--- config.mk ---
export PLATFORM = sky130hd
export DESIGN_NAME = best_divisor_select_core_flat
export DESIGN_NICKNAME = d
export VERILOG_FILES = /design/src/rtl/bds_pkg.sv /design/src/rtl/bds_in_if.sv /design/src/rtl/bds_out_if.sv /design/src/rtl/best_divisor_select_core.sv /design/src/rtl/bds_cfg.sv /design/src/rtl/bds_score.sv /design/src/rtl/bds_best.sv /design/src/flat_wrapper.sv
export SDC_FILE = /design/constraint.sdc
export NUM_CORES = 1
export LEC_CHECK = 0
export BUFFER_PORTS_ARGS = -buffer_cell sky130_fd_sc_hd__buf_2
export CELL_PAD_IN_SITES_DETAIL_PLACEMENT = 1
export CELL_PAD_IN_SITES_GLOBAL_PLACEMENT = 2
export CORE_MARGIN = 2
export CORE_UTILIZATION = 38
export CTS_CLUSTER_SIZE = 14
export DETAILED_ROUTE_END_ITERATION = 16
export PLACE_DENSITY = 0.81
export SLEW_MARGIN = 20
export SYNTH_ARGS = -nofsm -noshare
export SYNTH_HDL_FRONTEND = slang
export SYNTH_SLANG_ARGS = --single-unit
--- constraint.sdc ---
create_clock -name clk -period 12.3 [get_ports clk]
set_input_delay 1.845 -clock clk [delete_from_list [all_inputs] [get_ports clk]]
set_output_delay 1.845 -clock clk [all_outputs]
set_load 0.05 [all_outputs]
--- src/rtl/bds_pkg.sv ---
// ----------------------------------------------------------------------------
// bds_pkg
// Widths, codes, types and scoring helpers of the divisor selector.
// ----------------------------------------------------------------------------
`timescale 1ns / 1ps
`default_nettype none

package bds_pkg;

	localparam int unsigned TT_W    = 64;
	localparam int unsigned WGT_W   = 4;
	localparam int unsigned IDX_W   = 24;
	localparam int unsigned COST_W  = 11;
	localparam int unsigned CNT_W   = 7;
	localparam int unsigned APB_W   = 64;
	localparam int unsigned PADDR_W = 4;
	localparam int unsigned N_CHECK = 4;

	// register select is paddr bit 3 (8-byte stride)
	localparam logic REG_OFF_SET = 1'b0;
	localparam logic REG_ON_SET  = 1'b1;

	typedef logic signed [COST_W-1:0] cost_t;

	localparam cost_t COST_NONE = -11'sd1;
	localparam logic [COST_W-1:0] WGT_BONUS_BASE = 11'd80;

	localparam logic [TT_W-1:0] POP_M1  = 64'h5555555555555555;
	localparam logic [TT_W-1:0] POP_M2  = 64'h3333333333333333;
	localparam logic [TT_W-1:0] POP_M4  = 64'h0F0F0F0F0F0F0F0F;
	localparam logic [TT_W-1:0] POP_M8  = 64'h00FF00FF00FF00FF;
	localparam logic [TT_W-1:0] POP_M16 = 64'h0000FFFF0000FFFF;

	// one candidate after scoring: best passing check of one divisor
	typedef struct packed {
		logic              last;
		logic              ok;
		cost_t             score;
		logic [TT_W-1:0]   fn;
		logic [IDX_W-1:0]  index;
		logic [WGT_W-1:0]  weight;
	} cand_t;

	function automatic logic [CNT_W-1:0] pop64(input logic [TT_W-1:0] t);
		logic [TT_W-1:0] a;
		a = (t & POP_M1) + ((t >> 1) & POP_M1);
		a = (a & POP_M2) + ((a >> 2) & POP_M2);
		a = (a & POP_M4) + ((a >> 4) & POP_M4);
		a = (a & POP_M8) + ((a >> 8) & POP_M8);
		a = (a & POP_M16) + ((a >> 16) & POP_M16);
		return CNT_W'(a[31:0] + a[63:32]);
	endfunction

	// 7*n + 10*(8-w), or -1 when nothing is covered
	function automatic cost_t score_of(input logic [CNT_W-1:0] n,
			input logic [WGT_W-1:0] w);
		logic [COST_W-1:0] n_ext;
		logic [COST_W-1:0] w_ext;
		logic [COST_W-1:0] n7;
		logic [COST_W-1:0] w10;
		n_ext = COST_W'(n);
		w_ext = COST_W'(w);
		n7    = (n_ext << 3) - n_ext;
		w10   = (w_ext << 3) + (w_ext << 1);
		if (n == '0) begin
			return COST_NONE;
		end
		return cost_t'(n7 + WGT_BONUS_BASE - w10);
	endfunction

endpackage

`default_nettype wire

--- src/rtl/bds_in_if.sv ---
// ----------------------------------------------------------------------------
// bds_in_if
// Divisor channel: one candidate truth table with weight and end-of-scan mark.
// ----------------------------------------------------------------------------
`timescale 1ns / 1ps
`default_nettype none

interface bds_in_if import bds_pkg::*; ();
	logic             valid;
	logic             ready;
	logic [TT_W-1:0]  divisor;
	logic [WGT_W-1:0] weight;
	logic             last;

	modport source (output valid, divisor, weight, last, input ready);
	modport sink   (input valid, divisor, weight, last, output ready);
endinterface

`default_nettype wire

--- src/rtl/bds_out_if.sv ---
// ----------------------------------------------------------------------------
// bds_out_if
// Result channel: best divisor of one scan.
// ----------------------------------------------------------------------------
`timescale 1ns / 1ps
`default_nettype none

interface bds_out_if import bds_pkg::*; ();
	logic             valid;
	logic             ready;
	logic             found;
	logic [TT_W-1:0]  best_function;
	logic [IDX_W-1:0] best_index;
	logic [WGT_W-1:0] best_weight;
	cost_t            best_cost;

	modport source (output valid, found, best_function, best_index, best_weight,
		best_cost, input ready);
	modport sink   (input valid, found, best_function, best_index, best_weight,
		best_cost, output ready);
endinterface

`default_nettype wire

--- src/rtl/best_divisor_select_core.sv ---
// ----------------------------------------------------------------------------
// best_divisor_select_core
// Picks the best-scoring divisor of a scan against the off-set and on-set.
// ----------------------------------------------------------------------------
// Usage:
//  - Write off_set (0x0) and on_set (0x8) over APB while the block is idle.
//  - Stream divisors on cand (valid/ready); mark the final one with last.
//  - Each scan yields one transaction on result: found flag, winning truth
//    table (complemented when a complement check won), index, weight, cost.
// Timing:
//  - One divisor per cycle while result is not stalled; the path per item
//    is an input register, a scoring stage (four 64-bit popcounts) and the
//    running-best compare feeding the result register.
//  - The last divisor sets the result register from the running-best stage.
// Reset clears the running best, the item counter, both set registers and
// empties the pipeline. If result is stalled, the pipeline keeps taking
// divisors until a second last item reaches the running-best stage; it then
// holds and cand.ready drops until the result transaction completes.
// ----------------------------------------------------------------------------
`timescale 1ns / 1ps
`default_nettype none

module best_divisor_select_core import bds_pkg::*; #(
	parameter int unsigned MAX_DIVISORS = 16777216
) (
	input  logic               clk,
	input  logic               arst_n,
	input  logic               psel,
	input  logic               penable,
	input  logic               pwrite,
	input  logic [PADDR_W-1:0] paddr,
	input  logic [APB_W-1:0]   pwdata,
	output logic [APB_W-1:0]   prdata,
	output logic               pready,
	bds_in_if.sink             cand,
	bds_out_if.source          result
);

	localparam longint unsigned IDX_SPAN = longint'(1) << IDX_W;
	localparam longint unsigned WRAP_AT  =
		(longint'(MAX_DIVISORS) < IDX_SPAN) ? longint'(MAX_DIVISORS) : IDX_SPAN;

	logic [TT_W-1:0]  off_set;
	logic [TT_W-1:0]  on_set;

	logic             in_ready;
	logic             in_acc;
	logic [IDX_W-1:0] count_q;
	logic [IDX_W:0]   count_nxt;

	logic             valid_s1;
	logic [TT_W-1:0]  divisor_s1;
	logic [WGT_W-1:0] weight_s1;
	logic [IDX_W-1:0] index_s1;
	logic             last_s1;

	logic             s2_free;
	logic             valid_s2;
	cand_t            cand_s2;
	logic             taken;

	bds_cfg u_cfg (
		.clk     (clk),
		.arst_n  (arst_n),
		.psel    (psel),
		.penable (penable),
		.pwrite  (pwrite),
		.paddr   (paddr),
		.pwdata  (pwdata),
		.prdata  (prdata),
		.pready  (pready),
		.off_set (off_set),
		.on_set  (on_set)
	);

	assign in_ready   = !valid_s1 || s2_free;
	assign cand.ready = in_ready;
	assign in_acc     = cand.valid && in_ready;
	assign count_nxt  = {1'b0, count_q} + (IDX_W+1)'(1);

	always_ff @(posedge clk or negedge arst_n) begin
		if (!arst_n) begin
			valid_s1 <= 1'b0;
			count_q  <= '0;
		end else begin
			if (in_ready) begin
				valid_s1 <= cand.valid;
			end
			if (in_acc) begin
				if (cand.last || (count_nxt >= (IDX_W+1)'(WRAP_AT))) begin
					count_q <= '0;
				end else begin
					count_q <= count_nxt[IDX_W-1:0];
				end
			end
		end
	end

	always_ff @(posedge clk) begin
		if (in_acc) begin
			divisor_s1 <= cand.divisor;
			weight_s1  <= cand.weight;
			last_s1    <= cand.last;
			index_s1   <= count_q;
		end
	end

	bds_score u_score (
		.clk        (clk),
		.arst_n     (arst_n),
		.valid_s1   (valid_s1),
		.divisor_s1 (divisor_s1),
		.weight_s1  (weight_s1),
		.index_s1   (index_s1),
		.last_s1    (last_s1),
		.off_set    (off_set),
		.on_set     (on_set),
		.taken      (taken),
		.s2_free    (s2_free),
		.valid_s2   (valid_s2),
		.cand_s2    (cand_s2)
	);

	bds_best u_best (
		.clk      (clk),
		.arst_n   (arst_n),
		.valid_s2 (valid_s2),
		.cand_s2  (cand_s2),
		.taken    (taken),
		.result   (result)
	);

endmodule

`default_nettype wire

--- src/rtl/bds_cfg.sv ---
// ----------------------------------------------------------------------------
// bds_cfg
// APB register file holding the off-set and on-set minterm tables.
// ----------------------------------------------------------------------------
`timescale 1ns / 1ps
`default_nettype none

module bds_cfg import bds_pkg::*; (
	input  logic               clk,
	input  logic               arst_n,
	input  logic               psel,
	input  logic               penable,
	input  logic               pwrite,
	input  logic [PADDR_W-1:0] paddr,
	input  logic [APB_W-1:0]   pwdata,
	output logic [APB_W-1:0]   prdata,
	output logic               pready,
	output logic [TT_W-1:0]    off_set,
	output logic [TT_W-1:0]    on_set
);

	logic            reg_sel;
	logic            wr_en;
	logic [TT_W-1:0] off_set_q;
	logic [TT_W-1:0] on_set_q;

	assign pready  = 1'b1;
	assign reg_sel = paddr[PADDR_W-1];
	assign wr_en   = psel & penable & pwrite & pready;

	always_ff @(posedge clk or negedge arst_n) begin
		if (!arst_n) begin
			off_set_q <= '0;
			on_set_q  <= '0;
		end else if (wr_en) begin
			case (reg_sel)
				REG_OFF_SET: off_set_q <= pwdata;
				REG_ON_SET:  on_set_q  <= pwdata;
				default:     off_set_q <= off_set_q;
			endcase
		end
	end

	always_comb begin
		case (reg_sel)
			REG_OFF_SET: prdata = off_set_q;
			REG_ON_SET:  prdata = on_set_q;
			default:     prdata = '0;
		endcase
	end

	assign off_set = off_set_q;
	assign on_set  = on_set_q;

endmodule

`default_nettype wire

--- src/rtl/bds_score.sv ---
// ----------------------------------------------------------------------------
// bds_score
// Runs the four disjointness checks on one divisor, scores them and keeps
// the first best passing check in the stage-2 register.
// ----------------------------------------------------------------------------
`timescale 1ns / 1ps
`default_nettype none

module bds_score import bds_pkg::*; (
	input  logic             clk,
	input  logic             arst_n,
	input  logic             valid_s1,
	input  logic [TT_W-1:0]  divisor_s1,
	input  logic [WGT_W-1:0] weight_s1,
	input  logic [IDX_W-1:0] index_s1,
	input  logic             last_s1,
	input  logic [TT_W-1:0]  off_set,
	input  logic [TT_W-1:0]  on_set,
	input  logic             taken,
	output logic             s2_free,
	output logic             valid_s2,
	output cand_t            cand_s2
);

	logic [TT_W-1:0] inv_div;
	logic [TT_W-1:0] cov    [N_CHECK];
	logic [TT_W-1:0] fn_k   [N_CHECK];
	logic            pass_k [N_CHECK];
	cost_t           sc_k   [N_CHECK];
	logic            pick_ok;
	cost_t           pick_score;
	logic [TT_W-1:0] pick_fn;

	assign inv_div = ~divisor_s1;

	// check order matters: earlier checks win ties
	always_comb begin
		pass_k[0] = (divisor_s1 & off_set) == '0;
		cov[0]    = divisor_s1 & on_set;
		fn_k[0]   = divisor_s1;
		pass_k[1] = (divisor_s1 & on_set) == '0;
		cov[1]    = divisor_s1 & off_set;
		fn_k[1]   = divisor_s1;
		pass_k[2] = (inv_div & off_set) == '0;
		cov[2]    = inv_div & on_set;
		fn_k[2]   = inv_div;
		pass_k[3] = (inv_div & on_set) == '0;
		cov[3]    = inv_div & off_set;
		fn_k[3]   = inv_div;
		for (int k = 0; k < N_CHECK; k++) begin
			sc_k[k] = score_of(pop64(cov[k]), weight_s1);
		end
	end

	always_comb begin
		pick_ok    = 1'b0;
		pick_score = COST_NONE;
		pick_fn    = divisor_s1;
		for (int k = 0; k < N_CHECK; k++) begin
			if (pass_k[k] && (!pick_ok || (sc_k[k] > pick_score))) begin
				pick_ok    = 1'b1;
				pick_score = sc_k[k];
				pick_fn    = fn_k[k];
			end
		end
	end

	assign s2_free = !valid_s2 || taken;

	always_ff @(posedge clk or negedge arst_n) begin
		if (!arst_n) begin
			valid_s2 <= 1'b0;
		end else if (s2_free) begin
			valid_s2 <= valid_s1;
		end
	end

	always_ff @(posedge clk) begin
		if (s2_free && valid_s1) begin
			cand_s2.last   <= last_s1;
			cand_s2.ok     <= pick_ok;
			cand_s2.score  <= pick_score;
			cand_s2.fn     <= pick_fn;
			cand_s2.index  <= index_s1;
			cand_s2.weight <= weight_s1;
		end
	end

endmodule

`default_nettype wire

--- src/rtl/bds_best.sv ---
// ----------------------------------------------------------------------------
// bds_best
// Running best of the scan and the result register of the output channel.
// ----------------------------------------------------------------------------
`timescale 1ns / 1ps
`default_nettype none

module bds_best import bds_pkg::*; (
	input  logic       clk,
	input  logic       arst_n,
	input  logic       valid_s2,
	input  cand_t      cand_s2,
	output logic       taken,
	bds_out_if.source  result
);

	cost_t            best_cost_q;
	logic [TT_W-1:0]  best_fn_q;
	logic [IDX_W-1:0] best_idx_q;
	logic [WGT_W-1:0] best_wgt_q;

	logic             res_valid_q;
	logic             found_q;
	cost_t            res_cost_q;
	logic [TT_W-1:0]  res_fn_q;
	logic [IDX_W-1:0] res_idx_q;
	logic [WGT_W-1:0] res_wgt_q;

	logic             out_free;
	logic             win;
	logic             close_scan;
	cost_t            mrg_cost;
	logic [TT_W-1:0]  mrg_fn;
	logic [IDX_W-1:0] mrg_idx;
	logic [WGT_W-1:0] mrg_wgt;

	assign out_free   = !res_valid_q || result.ready;
	// a last item waits only if the result register is still occupied
	assign taken      = valid_s2 && (!cand_s2.last || out_free);
	assign close_scan = taken && cand_s2.last;
	assign win        = cand_s2.ok && (cand_s2.score > best_cost_q);

	always_comb begin
		mrg_cost = win ? cand_s2.score  : best_cost_q;
		mrg_fn   = win ? cand_s2.fn     : best_fn_q;
		mrg_idx  = win ? cand_s2.index  : best_idx_q;
		mrg_wgt  = win ? cand_s2.weight : best_wgt_q;
	end

	always_ff @(posedge clk or negedge arst_n) begin
		if (!arst_n) begin
			best_cost_q <= COST_NONE;
			best_fn_q   <= '0;
			best_idx_q  <= '0;
			best_wgt_q  <= '0;
			res_valid_q <= 1'b0;
		end else begin
			if (close_scan) begin
				best_cost_q <= COST_NONE;
				best_fn_q   <= '0;
				best_idx_q  <= '0;
				best_wgt_q  <= '0;
			end else if (taken) begin
				best_cost_q <= mrg_cost;
				best_fn_q   <= mrg_fn;
				best_idx_q  <= mrg_idx;
				best_wgt_q  <= mrg_wgt;
			end
			if (close_scan) begin
				res_valid_q <= 1'b1;
			end else if (result.ready) begin
				res_valid_q <= 1'b0;
			end
		end
	end

	always_ff @(posedge clk) begin
		if (close_scan) begin
			found_q    <= mrg_cost > COST_NONE;
			res_cost_q <= mrg_cost;
			res_fn_q   <= mrg_fn;
			res_idx_q  <= mrg_idx;
			res_wgt_q  <= mrg_wgt;
		end
	end

	assign result.valid         = res_valid_q;
	assign result.found         = found_q;
	assign result.best_function = res_fn_q;
	assign result.best_index    = res_idx_q;
	assign result.best_weight   = res_wgt_q;
	assign result.best_cost     = res_cost_q;

endmodule

`default_nettype wire

--- src/flat_wrapper.sv ---
// flat-port wrapper written by rule: the top's interface ports become plain ports
module best_divisor_select_core_flat import bds_pkg::*;
#(
	parameter int unsigned MAX_DIVISORS = 16777216
)
  (clk, arst_n, psel, penable, pwrite, paddr, pwdata, prdata, pready, cand_valid, cand_divisor, cand_weight, cand_last, cand_ready, result_valid, result_found, result_best_function, result_best_index, result_best_weight, result_best_cost, result_ready);
  bds_in_if cand_i ();
  bds_out_if result_i ();
  input  logic clk;
  input  logic arst_n;
  input  logic psel;
  input  logic penable;
  input  logic pwrite;
  input  logic [PADDR_W-1:0] paddr;
  input  logic [APB_W-1:0] pwdata;
  output logic [APB_W-1:0] prdata;
  output logic pready;
  input wire logic [$bits(cand_i.valid)-1:0] cand_valid;
  input wire logic [$bits(cand_i.divisor)-1:0] cand_divisor;
  input wire logic [$bits(cand_i.weight)-1:0] cand_weight;
  input wire logic [$bits(cand_i.last)-1:0] cand_last;
  output wire logic [$bits(cand_i.ready)-1:0] cand_ready;
  output wire logic [$bits(result_i.valid)-1:0] result_valid;
  output wire logic [$bits(result_i.found)-1:0] result_found;
  output wire logic [$bits(result_i.best_function)-1:0] result_best_function;
  output wire logic [$bits(result_i.best_index)-1:0] result_best_index;
  output wire logic [$bits(result_i.best_weight)-1:0] result_best_weight;
  output wire logic [$bits(result_i.best_cost)-1:0] result_best_cost;
  input wire logic [$bits(result_i.ready)-1:0] result_ready;
  assign cand_i.valid = cand_valid;
  assign cand_i.divisor = cand_divisor;
  assign cand_i.weight = cand_weight;
  assign cand_i.last = cand_last;
  assign cand_ready = cand_i.ready;
  assign result_valid = result_i.valid;
  assign result_found = result_i.found;
  assign result_best_function = result_i.best_function;
  assign result_best_index = result_i.best_index;
  assign result_best_weight = result_i.best_weight;
  assign result_best_cost = result_i.best_cost;
  assign result_i.ready = result_ready;
  best_divisor_select_core #(.MAX_DIVISORS(MAX_DIVISORS)) u_core (.clk(clk), .arst_n(arst_n), .psel(psel), .penable(penable), .pwrite(pwrite), .paddr(paddr), .pwdata(pwdata), .prdata(prdata), .pready(pready), .cand(cand_i), .result(result_i));
endmodule
# Word level (Yosys, flattened, before mapping)
# Index checks and enable logic that the tools add are counted.
classes:
  addsub: 38
  magnitude_cmp: 6
  n_mux: 37
  bitwise_logic: 8
  n_reduce_logical: 35
ops:
  columns: ["operator", "n"]
  rows:
  - ["64-bit two-way mux", 5]
  - ["63-bit by 63-bit adder with 64-bit output", 4]
  - ["64-bit bitwise AND", 4]
  - ["64-bit logical NOT", 4]
  - ["62-bit by 62-bit adder with 63-bit output", 4]
  - ["60-bit by 59-bit adder with 61-bit output", 4]
  - ["55-bit by 53-bit adder with 55-bit output", 4]
  - ["11-bit two-way mux", 15]
  - ["39-bit adder", 4]
  - ["64-bit case mux with 2 select lines", 1]
  - ["24-bit two-way mux", 4]
  - ["64-bit NOT", 1]
  - ["11-bit by 7-bit adder with 11-bit output (second input constant)", 4]
  - ["11-bit > comparator", 4]
  - ["10-bit by 7-bit subtractor with 11-bit output", 4]
  - ["11-bit subtractor", 4]
  - ["7-bit adder", 4]
  - ["7-bit logical NOT", 4]
  - ["24-bit by 1-bit adder with 25-bit output (second input constant)", 1]
  - ["25-bit greater-or-equal comparator (second input constant)", 1]
  - ["4-bit two-way mux", 3]
  - ["11-bit by 1-bit > comparator with 1-bit output (second input constant)", 1]
  - ["1-bit two-way mux", 9]
  - ["7-bit by 5-bit adder with 8-bit output", 1]
  - ["7 further kinds", 30]
totals:
  reg_bits: 560
  inputBits: 144
  out_inout_bits: 171
  word_cells: 149

# Longest topological paths before layout
# Gate-level depths: netlist (run 1).
depth:
  ltp_word: 24
  mapped_depth: 62
  mapped_depth_nobuf: 56

# Modules after synthesis
# Synthesis (run 1) repeated with hierarchy kept, for this count alone.
hier_totals:
  cells_unflattened: 3559
  area_unflattened_um2: 41589.9
modules_own_cells:
  columns: ["module", "instances", "cells_per_inst", "area_each_um2", "seq_area_each_um2"]
  rows:
  - ["bds_score", 1, 2453, 23073.4, 3178.0]
  - ["bds_best", 1, 516, 8573.2, 5739.3]
  - ["bds_cfg", 1, 344, 5786.8, 3203.1]
  - ["best_divisor_select_core", 1, 246, 4156.5, 3418.3]

# Least setup slack after synthesis (run 1)
# OpenSTA, ideal clock, no wires.
synth_timing:
  kind: "reg-to-reg"
  startpoint: "register u_core.divisor_s1[44]"
  endpoint: "register, netlist name u_core.u_score.cand_s2[92]"
  setup_ps: 269
  t_arrival_ps: 11755
  t_required_ps: 12031
  setup_slack_ps: 277
  stages_incl_launch_ff: 57
  path_buffers: 6
  period_less_slack_ps: 12023
  path_cell_list: "edfxtp_1 -> and2_1 -> ha_1 -> ha_1 -> inv_1 -> fa_1 -> inv_1 -> fa_1 -> fa_1 -> inv_1 -> fa_1 -> xnor2_1 -> ha_1 -> or2_2 -> and3_1 -> or2_2 -> fa_1 -> fa_1 -> [21 not listed] -> inv_1 -> o31a_1 -> a21oi_1 -> nor2_1 -> clkbuf_1 -> clkbuf_1 -> a221oi_1 -> a21oi_1 -> ha_1 -> a21o_1 -> a21o_1 -> a21oi_1 -> or2_2 -> a31oi_1 -> a41oi_1 -> buf_2 -> buf_1 -> a31oi_1"
synth_via:
  elab_chain_len: 24
  word_cells_on_any_way: 76
  cone_classes: "add/sub: 36; order compare: 3; mux: 15; bitwise: 5; reduce/logical: 17"
synth_rtl:
  columns: ["item", "line", "rtl"]
  rows:
  - ["from (decl)", "best_divisor_select_core.sv:52", "logic [TT_W-1:0] divisor_s1;"]
  - ["from (signal assigned)", "best_divisor_select_core.sv:101", "divisor_s1 <= cand.divisor;"]
  - ["64-bit bitwise AND", "bds_score.sv:39, bds_score.sv:41", null]
  - ["63-bit by 63-bit adder with 64-bit output", "bds_pkg.sv:46", "a = (t & POP_M1) + ((t >> 1) & POP_M1);"]
  - ["62-bit by 62-bit adder with 63-bit output", "bds_pkg.sv:47", "a = (a & POP_M2) + ((a >> 2) & POP_M2);"]
  - ["60-bit by 59-bit adder with 61-bit output", "bds_pkg.sv:48", "a = (a & POP_M4) + ((a >> 4) & POP_M4);"]
  - ["55-bit by 53-bit adder with 55-bit output", "bds_pkg.sv:49", "a = (a & POP_M8) + ((a >> 8) & POP_M8);"]
  - ["39-bit adder", "bds_pkg.sv:50", "a = (a & POP_M16) + ((a >> 16) & POP_M16);"]
  - ["7-bit adder", "bds_pkg.sv:51", "return CNT_W'(a[31:0] + a[63:32]);"]
  - ["10-bit by 7-bit subtractor with 11-bit output", "bds_pkg.sv:63", "n7 = (n_ext << 3) - n_ext;"]
  - ["[9 not listed]", null, null]
  - ["1-bit logical OR", "bds_score.sv:60", "if (pass_k[k] && (!pick_ok || (sc_k[k] > pick_score))) begin"]
  - ["1-bit logical AND", "bds_score.sv:60", null]
  - ["11-bit two-way mux or 1-bit two-way mux (tied branches)", "bds_score.sv:60", null]
  - ["11-bit > comparator or 1-bit logical NOT (tied branches)", "bds_score.sv:60", null]
  - ["1-bit logical OR", "bds_score.sv:60", null]
  - ["1-bit logical AND", "bds_score.sv:60", null]
  - ["11-bit two-way mux (*)", "bds_score.sv:60", null]
  - ["via u_core.u_score.pick_score[0]", "bds_score.sv:31", "cost_t pick_score;"]
# The timed path passes the listed nets; every way through them passes the cells marked *.
# A chain may end at the register's enable or synchronous reset.

# Worst setup path in the final report (run 1)
layout_timing:
  startpoint: "register u_core.divisor_s1[29]"
  endpoint: "register, netlist name u_core.u_score.cand_s2[99]"
layout_via:
  elab_chain_len: 24
  word_cells_on_any_way: 76
  cone_classes: "add/sub: 36; order compare: 3; mux: 15; bitwise: 5; reduce/logical: 17"
layout_rtl:
  columns: ["item", "line"]
  rows:
  - ["64-bit bitwise AND", "bds_score.sv:39, bds_score.sv:41"]
  - ["63-bit by 63-bit adder with 64-bit output", "bds_pkg.sv:46"]
  - ["62-bit by 62-bit adder with 63-bit output", "bds_pkg.sv:47"]
  - ["60-bit by 59-bit adder with 61-bit output", "bds_pkg.sv:48"]
  - ["55-bit by 53-bit adder with 55-bit output", "bds_pkg.sv:49"]
  - ["39-bit adder", "bds_pkg.sv:50"]
  - ["7-bit adder", "bds_pkg.sv:51"]
  - ["10-bit by 7-bit subtractor with 11-bit output", "bds_pkg.sv:63"]
  - ["[9 not listed]", null]
  - ["1-bit logical OR", "bds_score.sv:60"]
  - ["1-bit logical AND", "bds_score.sv:60"]
  - ["11-bit two-way mux or 1-bit two-way mux (tied branches)", "bds_score.sv:60"]
  - ["11-bit > comparator or 1-bit logical NOT (tied branches)", "bds_score.sv:60"]
  - ["1-bit logical OR", "bds_score.sv:60"]
  - ["1-bit logical AND", "bds_score.sv:60"]
  - ["11-bit two-way mux (*)", "bds_score.sv:60"]
  - ["via u_core.u_score.pick_score[7]", "bds_score.sv:31"]
# Marked as above.

==> qor.tcl, run 1 <==
set qor(initial_utilization_pct) 38.23
set qor(layout_worst_path_cycle_share_pct) 101.0
set qor(max-clock-path-buffers) 3
set qor(final-setup-viol-count) 49
set qor(routed_wirelength_normalized_by_instance_count_um) 22.78
set qor(die_height_um) 334.5
set qor(final_critical_path_setup_slack_ns) -0.1269
set qor(fin_hold_ws_ns) 0.4147
set qor(r2r_cells) 61
set qor(cts_tree) {yes}
set qor(main_synth_ff_type) {edfxtp_1}
set qor(top_level_ports) 315
set qor(syn_inst) 3737
set qor(cp_data_required_time_ns) 12.69
set qor(timing.fmax_ghz) 0.08047
set qor(grt.met3_usage_pct) 3.996
set qor(worst-setup-path-type) {reg2reg}
set qor(syn-num-nets) 4674
set qor(via_count_of_the_first_global_routing_pass) 33002
set qor(insertion_delay_ns) 0.67
set qor(globalplace.congestion) 0.9025
set qor(synth-async-reset-ratio_pct) 46.07
set qor(grt_antenna_before_repair) 14
set qor(r2r_setup_slack_ns) -0.13
set qor(synth.yosys.seq_area_share_pct) 37.45
set qor(final_hold_viol_count) 0
set qor(cts-buffers-inserted) 71
set qor(cts_sinks) 560
set qor(critical_path.endpoint) {u_core.u_score.cand_s2[99]$_DFFE_PP_}
set qor(dieArea_um2) 111900
set qor(critPathLaunchType) {flop}
set qor(outcome) {finished with violations}
set qor(core.rowCount) 121
set qor(worstMarginPinSlew_ns) 1.071
set qor(die_width_um) 334.5
set qor(cpMostUsedCell) {buf_4}
set qor(area_delta_synth_final_pct) 25.20
set qor(violations) {negative setup slack}
set qor(synth_cell_type_count) 75
set qor(met1_usage_pct) 32.06
set qor(cell_at_the_slowest_stage_of_the_critical_path) {fa_2}
set qor(clock_tree.htree_level_count) 3
set qor(num-nets-final) 5447
set qor(grt.busiest_layer) {met2}
set qor(dpl_hpwl_um) 105900
set qor(globalRouteMet2Util_pct) 39.42
set qor(synth.ff_latch_count) 560
set qor(timing.critical_path.fanout_max) 8
set qor(post_route_cells_drive_above_1_share_pct) 31.62
set qor(track_usage_pct) 23.99
set qor(overflow) 0
set qor(timing.critical_path.arrival_ns) 12.82
set qor(crit_path_end_kind) {flop}
set qor(mostFrequentLayoutCells) {611 x ha_1, 534 x inv_1, 457 x buf_4}
set qor(skew_ns) 0.04822
set qor(final_common_cell) {ha_1}
set qor(via_per_inst) 5.141
set qor(regToRegStartpoint) {u_core.divisor_s1[29]$_DFFE_PP_}
set qor(drc_errors) 0
set qor(grt_setup_unrepaired) {true}
set qor(worst_setup_path_startpoint) {u_core.divisor_s1[29]$_DFFE_PP_}
set qor(synth.yosys.warnings) 0
set qor(routed_wirelength_um) 136500
set qor(max_cap_viols) 0
set qor(fin_crit_ns) 12.43
set qor(grt_pass1_wl_um) 200500
set qor(detailedPlace.worstSlack_ns) -1.030
set qor(route.antenna.remaining_nets) 0
set qor(cp_slowest_stage_delay_ns) 0.63
set qor(synth-edff-count) 302
set qor(timing.max_slew.rel_slack_pct) 28.58
set qor(io_buffer_count) 310
set qor(core_area_um2) 108600
set qor(cts.root.buffer_cell) {clkbuf_16}
set qor(hold_path.class) {reg2reg}
set qor(synth.cell_area_um2) 41490
set qor(clk_pin_slew_ns) 0.06
set qor(avgSynthCellArea_um2) 11.10
set qor(vias) 30800
set qor(fin_max_slew_vios) 0
set qor(r2r_end) {u_core.u_score.cand_s2[99]$_DFFE_PP_}
set qor(drt_iter0_markers) 1666
set qor(cts_hold_buffers) 0
set qor(pin_count_of_the_biggest_net_entering_global_routing) 88
set qor(dr.pass1.iters) 5
[cell families (layout without fill, tap and decap cells)]
group | count (synthesis) | count (layout) | share of synthesized area [%]
other cells | 1 | 11 | 0.009037
xor+xnor | 205 | 205 | 4.327
fa+ha+maj | 793 | 793 | 26.53
mux | 296 | 296 | 8.027
simple gates | 681 | 681 | 8.744
flops | 560 | 560 | 37.45
compound gates | 556 | 556 | 8.992
buf+inv | 645 | 1475 | 5.919
[state kept, by name, summed over array words and instances, names as in the netlist, 24 cells and up]
register and count:
u_core.u_best.result.best_function 64, u_core.u_score.cand_s2 105, u_core.u_cfg.on_set 64, u_core.u_best.best_fn_q 64
u_core.u_best.result.best_index 24, u_core.index_s1 24, u_core.count_q 24, u_core.divisor_s1 64
u_core.u_best.best_idx_q 24, u_core.u_cfg.off_set 64
[per-layer routing]
layer / part of all wire, % / vias to the layer above
met5: 0.028 / -
met4: 3.3 / 6
met3: 5.2 / 193
met2: 47 / 613
met1: 44 / 15616
li1: - / 14372
[metrics by stage]
stage	cell area [um2]	instances	utilization, %	TNS [ns]
floorplan	41490	3737	-	0
global placement	47760	5796	43.99	-51.54
detailed placement	47760	5796	43.99	-70.88
CTS	50900	5949	46.89	0
global route	51930	5984	47.84	-27.17
finish	51950	5991	47.86	-2.875
[cell type report]
type                       instances  area [um2]
clock buffer                      94        1964
timing repair buffer             794        5375
antenna                           10       25.02
clock inverter                    36       411.6
tap                             1414        1769
fill                           11713       56600
inverter                         551        2071
multi-input combinational       2532       24800
sequential                       560       15540
[worst max-delay path, delay by kind of cell (launching register included)]
kind	cells	cell delay (ns)
adder cells (fa/ha/maj)	13	4.15
AO/OA/AOI/OAI	21	3.64
buffers and inverters	14	1.77
AND/OR/NAND/NOR	11	1.63
flip-flops	1	0.52
XOR/XNOR	2	0.40
[Yosys cell counts, types with 19 or more instances]
library cell / number / area, um2
nor3_1: 24 / 120.1
nor2b_1: 19 / 118.9
ha_1: 648 / 8108
edfxtp_1: 302 / 9069
a21oi_1: 72 / 360.4
a21o_1: 146 / 1096
and2_1: 112 / 700.7
xor2_1: 62 / 543.0
inv_1: 551 / 2068
fa_1: 145 / 2903
nand2_1: 162 / 608.1
nand2b_1: 148 / 925.9
clkbuf_1: 69 / 259.0
nand3_1: 23 / 115.1
nor2_1: 82 / 307.8
xnor2_1: 143 / 1252
o21ai_0: 141 / 705.7
dfrtp_1: 247 / 6181
mux2_2: 294 / 3311
a22oi_1: 94 / 705.7
nand4_1: 42 / 262.8
[worst min path at each step]
stage                                             start                                    end  slack [ns]  cells after the start
after floorplan                u_core.last_s1$_DFFE_PP_  u_core.u_score.cand_s2[104]$_DFFE_PP_        0.40                      0
after global placement    u_core.index_s1[18]$_DFFE_PP_   u_core.u_score.cand_s2[22]$_DFFE_PP_        0.40                      0
after detailed placement  u_core.index_s1[21]$_DFFE_PP_   u_core.u_score.cand_s2[25]$_DFFE_PP_        0.41                      0
after CTS                 u_core.index_s1[13]$_DFFE_PP_   u_core.u_score.cand_s2[17]$_DFFE_PP_        0.42                      0
after global routing      u_core.index_s1[13]$_DFFE_PP_   u_core.u_score.cand_s2[17]$_DFFE_PP_        0.42                      0
final                     u_core.index_s1[13]$_DFFE_PP_   u_core.u_score.cand_s2[17]$_DFFE_PP_        0.41                      0
[timing repair]
item                       4_1_cts  5_1_grt
pin swaps                       81      110
setup buffers                   22       28
hold endpoints to repair         0        0
setup endpoints to repair       75       75
gates resized for setup        129      150
gates cloned                     1        4
Power of run 1 is not shown: default switching activity piles up to over one toggle a cycle in this logic, so the estimate is an artifact.
==> inputs of run 2 (changes only) <==
--- a/config.mk
+++ b/config.mk
@@ -10,6 +10,7 @@
 export CELL_PAD_IN_SITES_GLOBAL_PLACEMENT = 2
 export CORE_MARGIN = 2
 export CORE_UTILIZATION = 38
+export CTS_BUF_LIST = sky130_fd_sc_hd__clkbuf_4
 export CTS_CLUSTER_SIZE = 14
 export DETAILED_ROUTE_END_ITERATION = 16
 export PLACE_DENSITY = 0.81
==> run 2 against run 1 <==
Effect of this change: flip-flop and latch count stayed put; highest routed layer unchanged; the flow now finishes without violations; clock-buffer cell count increased by 156; largest cell class unchanged; wire length is 0.62% lower; via count rose by 1.9%; cell count rose by 3.1%; sequential share of layout area down 0.075 points.
==> qor.tcl, run 2 (synthesis results as in run 1) <==
set qor(pin_count_of_the_biggest_net_entering_global_routing) 88
set qor(route.antenna.remaining_nets) 0
set qor(max_cap_viols) 0
set qor(grt_setup_unrepaired) {true}
set qor(via_per_inst) 5.080
set qor(insertion_delay_ns) 1.12
set qor(drc_errors) 0
set qor(clock_tree.htree_level_count) 4
set qor(grt_antenna_before_repair) 21
set qor(cts.root.buffer_cell) {clkbuf_4}
set qor(r2r_end) {u_core.u_score.cand_s2[100]$_DFFE_PP_}
set qor(placed_area_um2) 47760
set qor(cts_tree) {yes}
set qor(outcome) {finished, final reports clean}
set qor(worst-setup-path-type) {reg2reg}
set qor(track_usage_pct) 23.97
set qor(via_count_of_the_first_global_routing_pass) 33735
set qor(cts_hold_buffers) 0
set qor(timing.critical_path.arrival_ns) 13.06
set qor(overflow) 0
set qor(core_area_um2) 108600
set qor(r2r_cells) 56
set qor(clk_pin_slew_ns) 0.07
set qor(initial_utilization_pct) 38.23
set qor(final_hold_viol_count) 0
set qor(final_core_util_pct) 47.98
set qor(fin_hold_ws_ns) 0.4070
set qor(num-nets-final) 5549
set qor(worst_hold_depth) 0
set qor(timing.max_slew.rel_slack_pct) 25.70
set qor(largest_register_ffs) 105
set qor(cts-buffers-inserted) 163
set qor(hold_path.class) {reg2reg}
set qor(fin_crit_ns) 12.24
set qor(layoutNonFillerInstCount) 6179
set qor(dpl_hpwl_um) 105900
set qor(mostFrequentLayoutCells) {595 x ha_1, 524 x inv_1, 462 x buf_4}
set qor(grt_pass1_wl_um) 199800
set qor(vias) 31388
set qor(dr.pass1.iters) 5
set qor(min_from) {u_core.index_s1[23]$_DFFE_PP_}
set qor(timing.critical_path.fanout_max) 9
set qor(max-clock-path-buffers) 3
set qor(crit_path_end_kind) {flop}
set qor(skew_ns) 0.1043
set qor(critPathLaunchType) {flop}
set qor(area_delta_synth_final_pct) 25.51
set qor(cts_sinks) 560
set qor(final_common_cell) {ha_1}
set qor(post_route_cells_drive_above_1_share_pct) 34.99
set qor(routed_wirelength_um) 135600
set qor(drt_iter0_markers) 1590
set qor(io_buffer_count) 310
set qor(cp_slowest_stage_delay_ns) 0.64
set qor(final_design_area_no_fill_um2) 52080
set qor(dieArea_um2) 111900
set qor(final-setup-viol-count) 0
set qor(timing.fmax_ghz) 0.08168
set qor(largest_reg_by_ff_count) {u_core.u_score.cand_s2}
set qor(fin_max_slew_vios) 0
set qor(cp_data_required_time_ns) 13.11
set qor(top_level_ports) 315
set qor(die_height_um) 334.5
set qor(cell_at_the_slowest_stage_of_the_critical_path) {fa_2}
set qor(core.rowCount) 121
set qor(die_width_um) 334.5
set qor(routed_wirelength_normalized_by_instance_count_um) 21.95
set qor(regToRegStartpoint) {u_core.divisor_s1[43]$_DFFE_PP_}
set qor(worstMarginPinSlew_ns) 1.105
set qor(globalplace.congestion) 0.9025
set qor(post-place-cells) 5796
set qor(min_to) {u_core.u_score.cand_s2[27]$_DFFE_PP_}
set qor(r2r_setup_slack_ns) 0.06
set qor(layout_worst_path_cycle_share_pct) 99.54
## run 2: layout make-up
class                           instances  area, um2
Clock inverter                         56      262.8
Sequential cell                       560      15540
Timing Repair Buffer                  804       5455
Tap cell                             1414       1769
Antenna cell                           12      30.03
Multi-Input combinational cell       2532      25080
Fill cell                           11860      56470
Clock buffer                          250       1877
Inverter                              551       2071
## run 2: worst max-delay path by stage
stage                                                from  slack [ns]                                    end
final                     u_core.divisor_s1[43]$_DFFE_PP_        0.06  u_core.u_score.cand_s2[100]$_DFFE_PP_
after global routing      u_core.divisor_s1[52]$_DFFE_PP_       -0.32  u_core.u_score.cand_s2[100]$_DFFE_PP_
after CTS                 u_core.divisor_s1[15]$_DFFE_PP_       0.004   u_core.u_score.cand_s2[99]$_DFFE_PP_
after detailed placement  u_core.divisor_s1[45]$_DFFE_PP_       -1.03   u_core.u_score.cand_s2[42]$_DFFE_PP_
after global placement    u_core.divisor_s1[45]$_DFFE_PP_       -0.77  u_core.u_score.cand_s2[100]$_DFFE_PP_
after floorplan           u_core.divisor_s1[44]$_DFFE_PP_        0.28   u_core.u_score.cand_s2[92]$_DFFE_PP_
## run 2: metal layers
layer	vias up	GRT usage, %	wire length [um]
met5	-	0	93
li1	14688	-	-
met3	244	4.973	7350
met4	14	10.06	5498
met1	15739	31.47	59880
met2	703	38.41	62810
## run 2: per-stage QoR
step / worst slack (ns) / setup TNS (ns)
3_3_place_gp: -0.7698 / -51.54
6_report: 0.05639 / 0
3_5_place_dp: -1.030 / -70.88
2_1_floorplan: 0.2769 / 0
4_1_cts: 0.003554 / 0
5_1_grt: -0.3241 / -17.50
## run 2: worst max-delay path, delay by kind of cell (launching register included)
family | cells | cell delay (ns)
xor+xnor | 1 | 0.27
fa+ha+maj | 13 | 4.85
buf+inv | 14 | 1.69
simple gates | 12 | 1.58
flops | 1 | 0.47
compound gates | 16 | 3.17
## run 2: what timing repair did
item                       CTS  global route
cloned                       1             2
pin swaps                   91           144
setup endpoints to repair   75            75
resized for setup          138           211
buffers inserted            37            27
hold endpoints to repair     0             0
Power of run 2 is left out for the same reason.
==> inputs of run 3 (changes only) <==
--- a/config.mk
+++ b/config.mk
@@ -9,11 +9,12 @@
 export CELL_PAD_IN_SITES_DETAIL_PLACEMENT = 1
 export CELL_PAD_IN_SITES_GLOBAL_PLACEMENT = 2
 export CORE_MARGIN = 2
-export CORE_UTILIZATION = 38
+export CORE_UTILIZATION = 46
 export CTS_BUF_LIST = sky130_fd_sc_hd__clkbuf_4
 export CTS_CLUSTER_SIZE = 14
 export DETAILED_ROUTE_END_ITERATION = 16
-export PLACE_DENSITY = 0.81
+export PLACE_DENSITY = 0.91
+export REMOVE_ABC_BUFFERS = 1
 export SLEW_MARGIN = 20
 export SYNTH_ARGS = -nofsm -noshare
 export SYNTH_HDL_FRONTEND = slang
==> constraint.sdc (replaced) <==
create_clock -name clk -period 14.63 [get_ports clk]
set_input_delay 2.1945 -clock clk [delete_from_list [all_inputs] [get_ports clk]]
set_output_delay 2.1945 -clock clk [all_outputs]
set_load 0.05 [all_outputs]
==> run 3 against run 2 <==
Effect of this change: clock-buffer cell count shrank 8; first-iteration DRC count is 7.4% lower; highest routed layer unchanged; utilization increased by 4.0 points; critical endpoint is now u_core.u_score.cand_s2[97]$_DFFE_PP_; hold slack better by 0.0048 ns; worst setup slack better by 0.69 ns; cell count shrank 12%; register-to-register slack better by 0.69 ns; design area shrank 10%; critical path depth up 1; die area is 17% lower; via count shrank 6.8%.
==> qor.tcl, run 3 (synthesis results as in run 1) <==
set qor(drt_iter0_markers) 1473
set qor(dr.pass1.iters) 7
set qor(crit_path_end_kind) {flop}
set qor(track_usage_pct) 26.10
set qor(vias) 29267
set qor(max-clock-path-buffers) 3
set qor(cell_at_the_slowest_stage_of_the_critical_path) {fa_1}
set qor(overflow) 0
set qor(globalplace.congestion) 0.9026
set qor(cp_data_required_time_ns) 15.41
set qor(core_area_um2) 89740
set qor(die_width_um) 304.3
set qor(skew_ns) 0.08307
set qor(fin_crit_ns) 13.89
set qor(fillCellCount) 9910
set qor(worst-setup-path-type) {reg2reg}
set qor(clk_pin_slew_ns) 0.07
set qor(io_buffer_count) 310
set qor(timing.critical_path.arrival_ns) 14.67
set qor(cp_slowest_stage_delay_ns) 0.67
set qor(critPathLaunchType) {flop}
set qor(max_cap_viols) 0
set qor(grt_pass1_wl_um) 184000
set qor(layoutNonFillerInstCount) 5464
set qor(routed_wirelength_normalized_by_instance_count_um) 21.91
set qor(timing.max_slew.rel_slack_pct) 31.31
set qor(hold_path.class) {reg2reg}
set qor(clock_tree.htree_level_count) 4
set qor(die_height_um) 304.3
set qor(largest_register_ffs) 105
set qor(cts_resized) 0
set qor(largest_reg_by_ff_count) {u_core.u_score.cand_s2}
set qor(core.rowCount) 110
set qor(layout_worst_path_cycle_share_pct) 94.93
set qor(cts_sinks) 560
set qor(timing.critical_path.fanout_max) 14
set qor(drc_errors) 0
set qor(dpl_hpwl_um) 92590
set qor(totalNegativeSetupSlack_ns) 0
set qor(via_per_inst) 5.356
set qor(cts_tree) {yes}
set qor(mostFrequentLayoutCells) {648 x ha_1, 550 x inv_1, 308 x buf_2}
set qor(cts.root.buffer_cell) {clkbuf_4}
set qor(final_critical_path_setup_slack_ns) 0.7419
set qor(insertion_delay_ns) 1.09
set qor(post_route_cells_drive_above_1_share_pct) 22.22
set qor(num-nets-final) 5079
set qor(detailedPlace.worstSlack_ns) 0.6576
set qor(fin_hold_ws_ns) 0.4118
set qor(via_count_of_the_first_global_routing_pass) 31751
set qor(top_level_ports) 315
set qor(route.antenna.remaining_nets) 0
set qor(routed_wirelength_um) 119700
set qor(cts_hold_buffers) 0
set qor(dieArea_um2) 92630
set qor(cpMostUsedCell) {ha_1}
set qor(final-setup-viol-count) 0
set qor(final_common_cell) {ha_1}
set qor(post_cts_repair_setup_buffers) 0
set qor(pin_count_of_the_biggest_net_entering_global_routing) 85
set qor(worstMarginPinSlew_ns) 1.030
set qor(area_delta_synth_final_pct) 12.51
set qor(cts-buffers-inserted) 151
set qor(grt_antenna_before_repair) 23
set qor(final_hold_viol_count) 0
set qor(outcome) {finished, final reports clean}
set qor(timing.fmax_ghz) 0.07200
set qor(initial_utilization_pct) 46.24
set qor(fin_max_slew_vios) 0
set qor(post-place-cells) 5165
run 3: changes by cell type in the layout (fill, tap and decap cells not counted), moves of 27 or more:
cell    change
buf_6      -28
and2_1     +27
inv_2      -29
ha_4       -44
ha_1       +53
buf_4     -429
run 3: cell type report:
class                   count  area, um2  area share (%)
well taps                1176       1471           3.152
repair buffers            346       1884           4.036
flip-flops and latches    560      15540           33.28
inverters                 551       2071           4.435
clock inverters            40      295.3          0.6325
clock buffers             242       1817           3.891
multi-input cells        2532      23570           50.48
diodes                     17      42.54         0.09112
run 3: worst paths after layout:
path / slack (ns) / endpoint / cells past startpoint / from
setup / recovery: 0.74 / u_core.u_score.cand_s2[97]$_DFFE_PP_ / 57 / u_core.divisor_s1[29]$_DFFE_PP_
hold / removal: 0.41 / u_core.u_score.cand_s2[27]$_DFFE_PP_ / 0 / u_core.index_s1[23]$_DFFE_PP_
setup reg to reg: 0.74 / u_core.u_score.cand_s2[97]$_DFFE_PP_ / 57 / u_core.divisor_s1[29]$_DFFE_PP_
hold reg to reg: 0.41 / u_core.u_score.cand_s2[27]$_DFFE_PP_ / 0 / u_core.index_s1[23]$_DFFE_PP_
max in group asynchronous: 11.96 / u_core.u_best.best_idx_q[6]$_DFFE_PN0P_ / 2 / arst_n
min in group asynchronous: 1.20 / u_core.u_best.best_fn_q[5]$_DFFE_PN0P_ / 1 / arst_n
run 3: through the flow:
step,utilization [%],area [um2]
after global placement,49.61,44510
after CTS,51.96,46630
after floorplan,-,41110
after global routing,52.02,46680
after detailed placement,49.61,44510
final,52.03,46690
run 3: critical path: cells and delay by family, from the launching register on:
kind	cells	cell delay, ns
buffers and inverters	9	1.15
and+or+nand+nor	15	2.84
xor gates and xnor gates	1	0.08
adders and majority gates	13	4.74
DFF	1	0.50
AOI/OAI and AO/OA	19	4.26
run 3: routing by layer:
layer  share of wire, %  routed length, um  vias to the layer above  GRT usage [%]
li1                   -                  -                    13755              -
met1                 43              51100                    14781          32.47
met2                 51              60980                      551          45.78
met3                3.5               4206                      174          4.004
met4                2.8               3406                        6          9.625
met5              0.029                 35                        -              0
Power of run 3 is left out for the same reason.
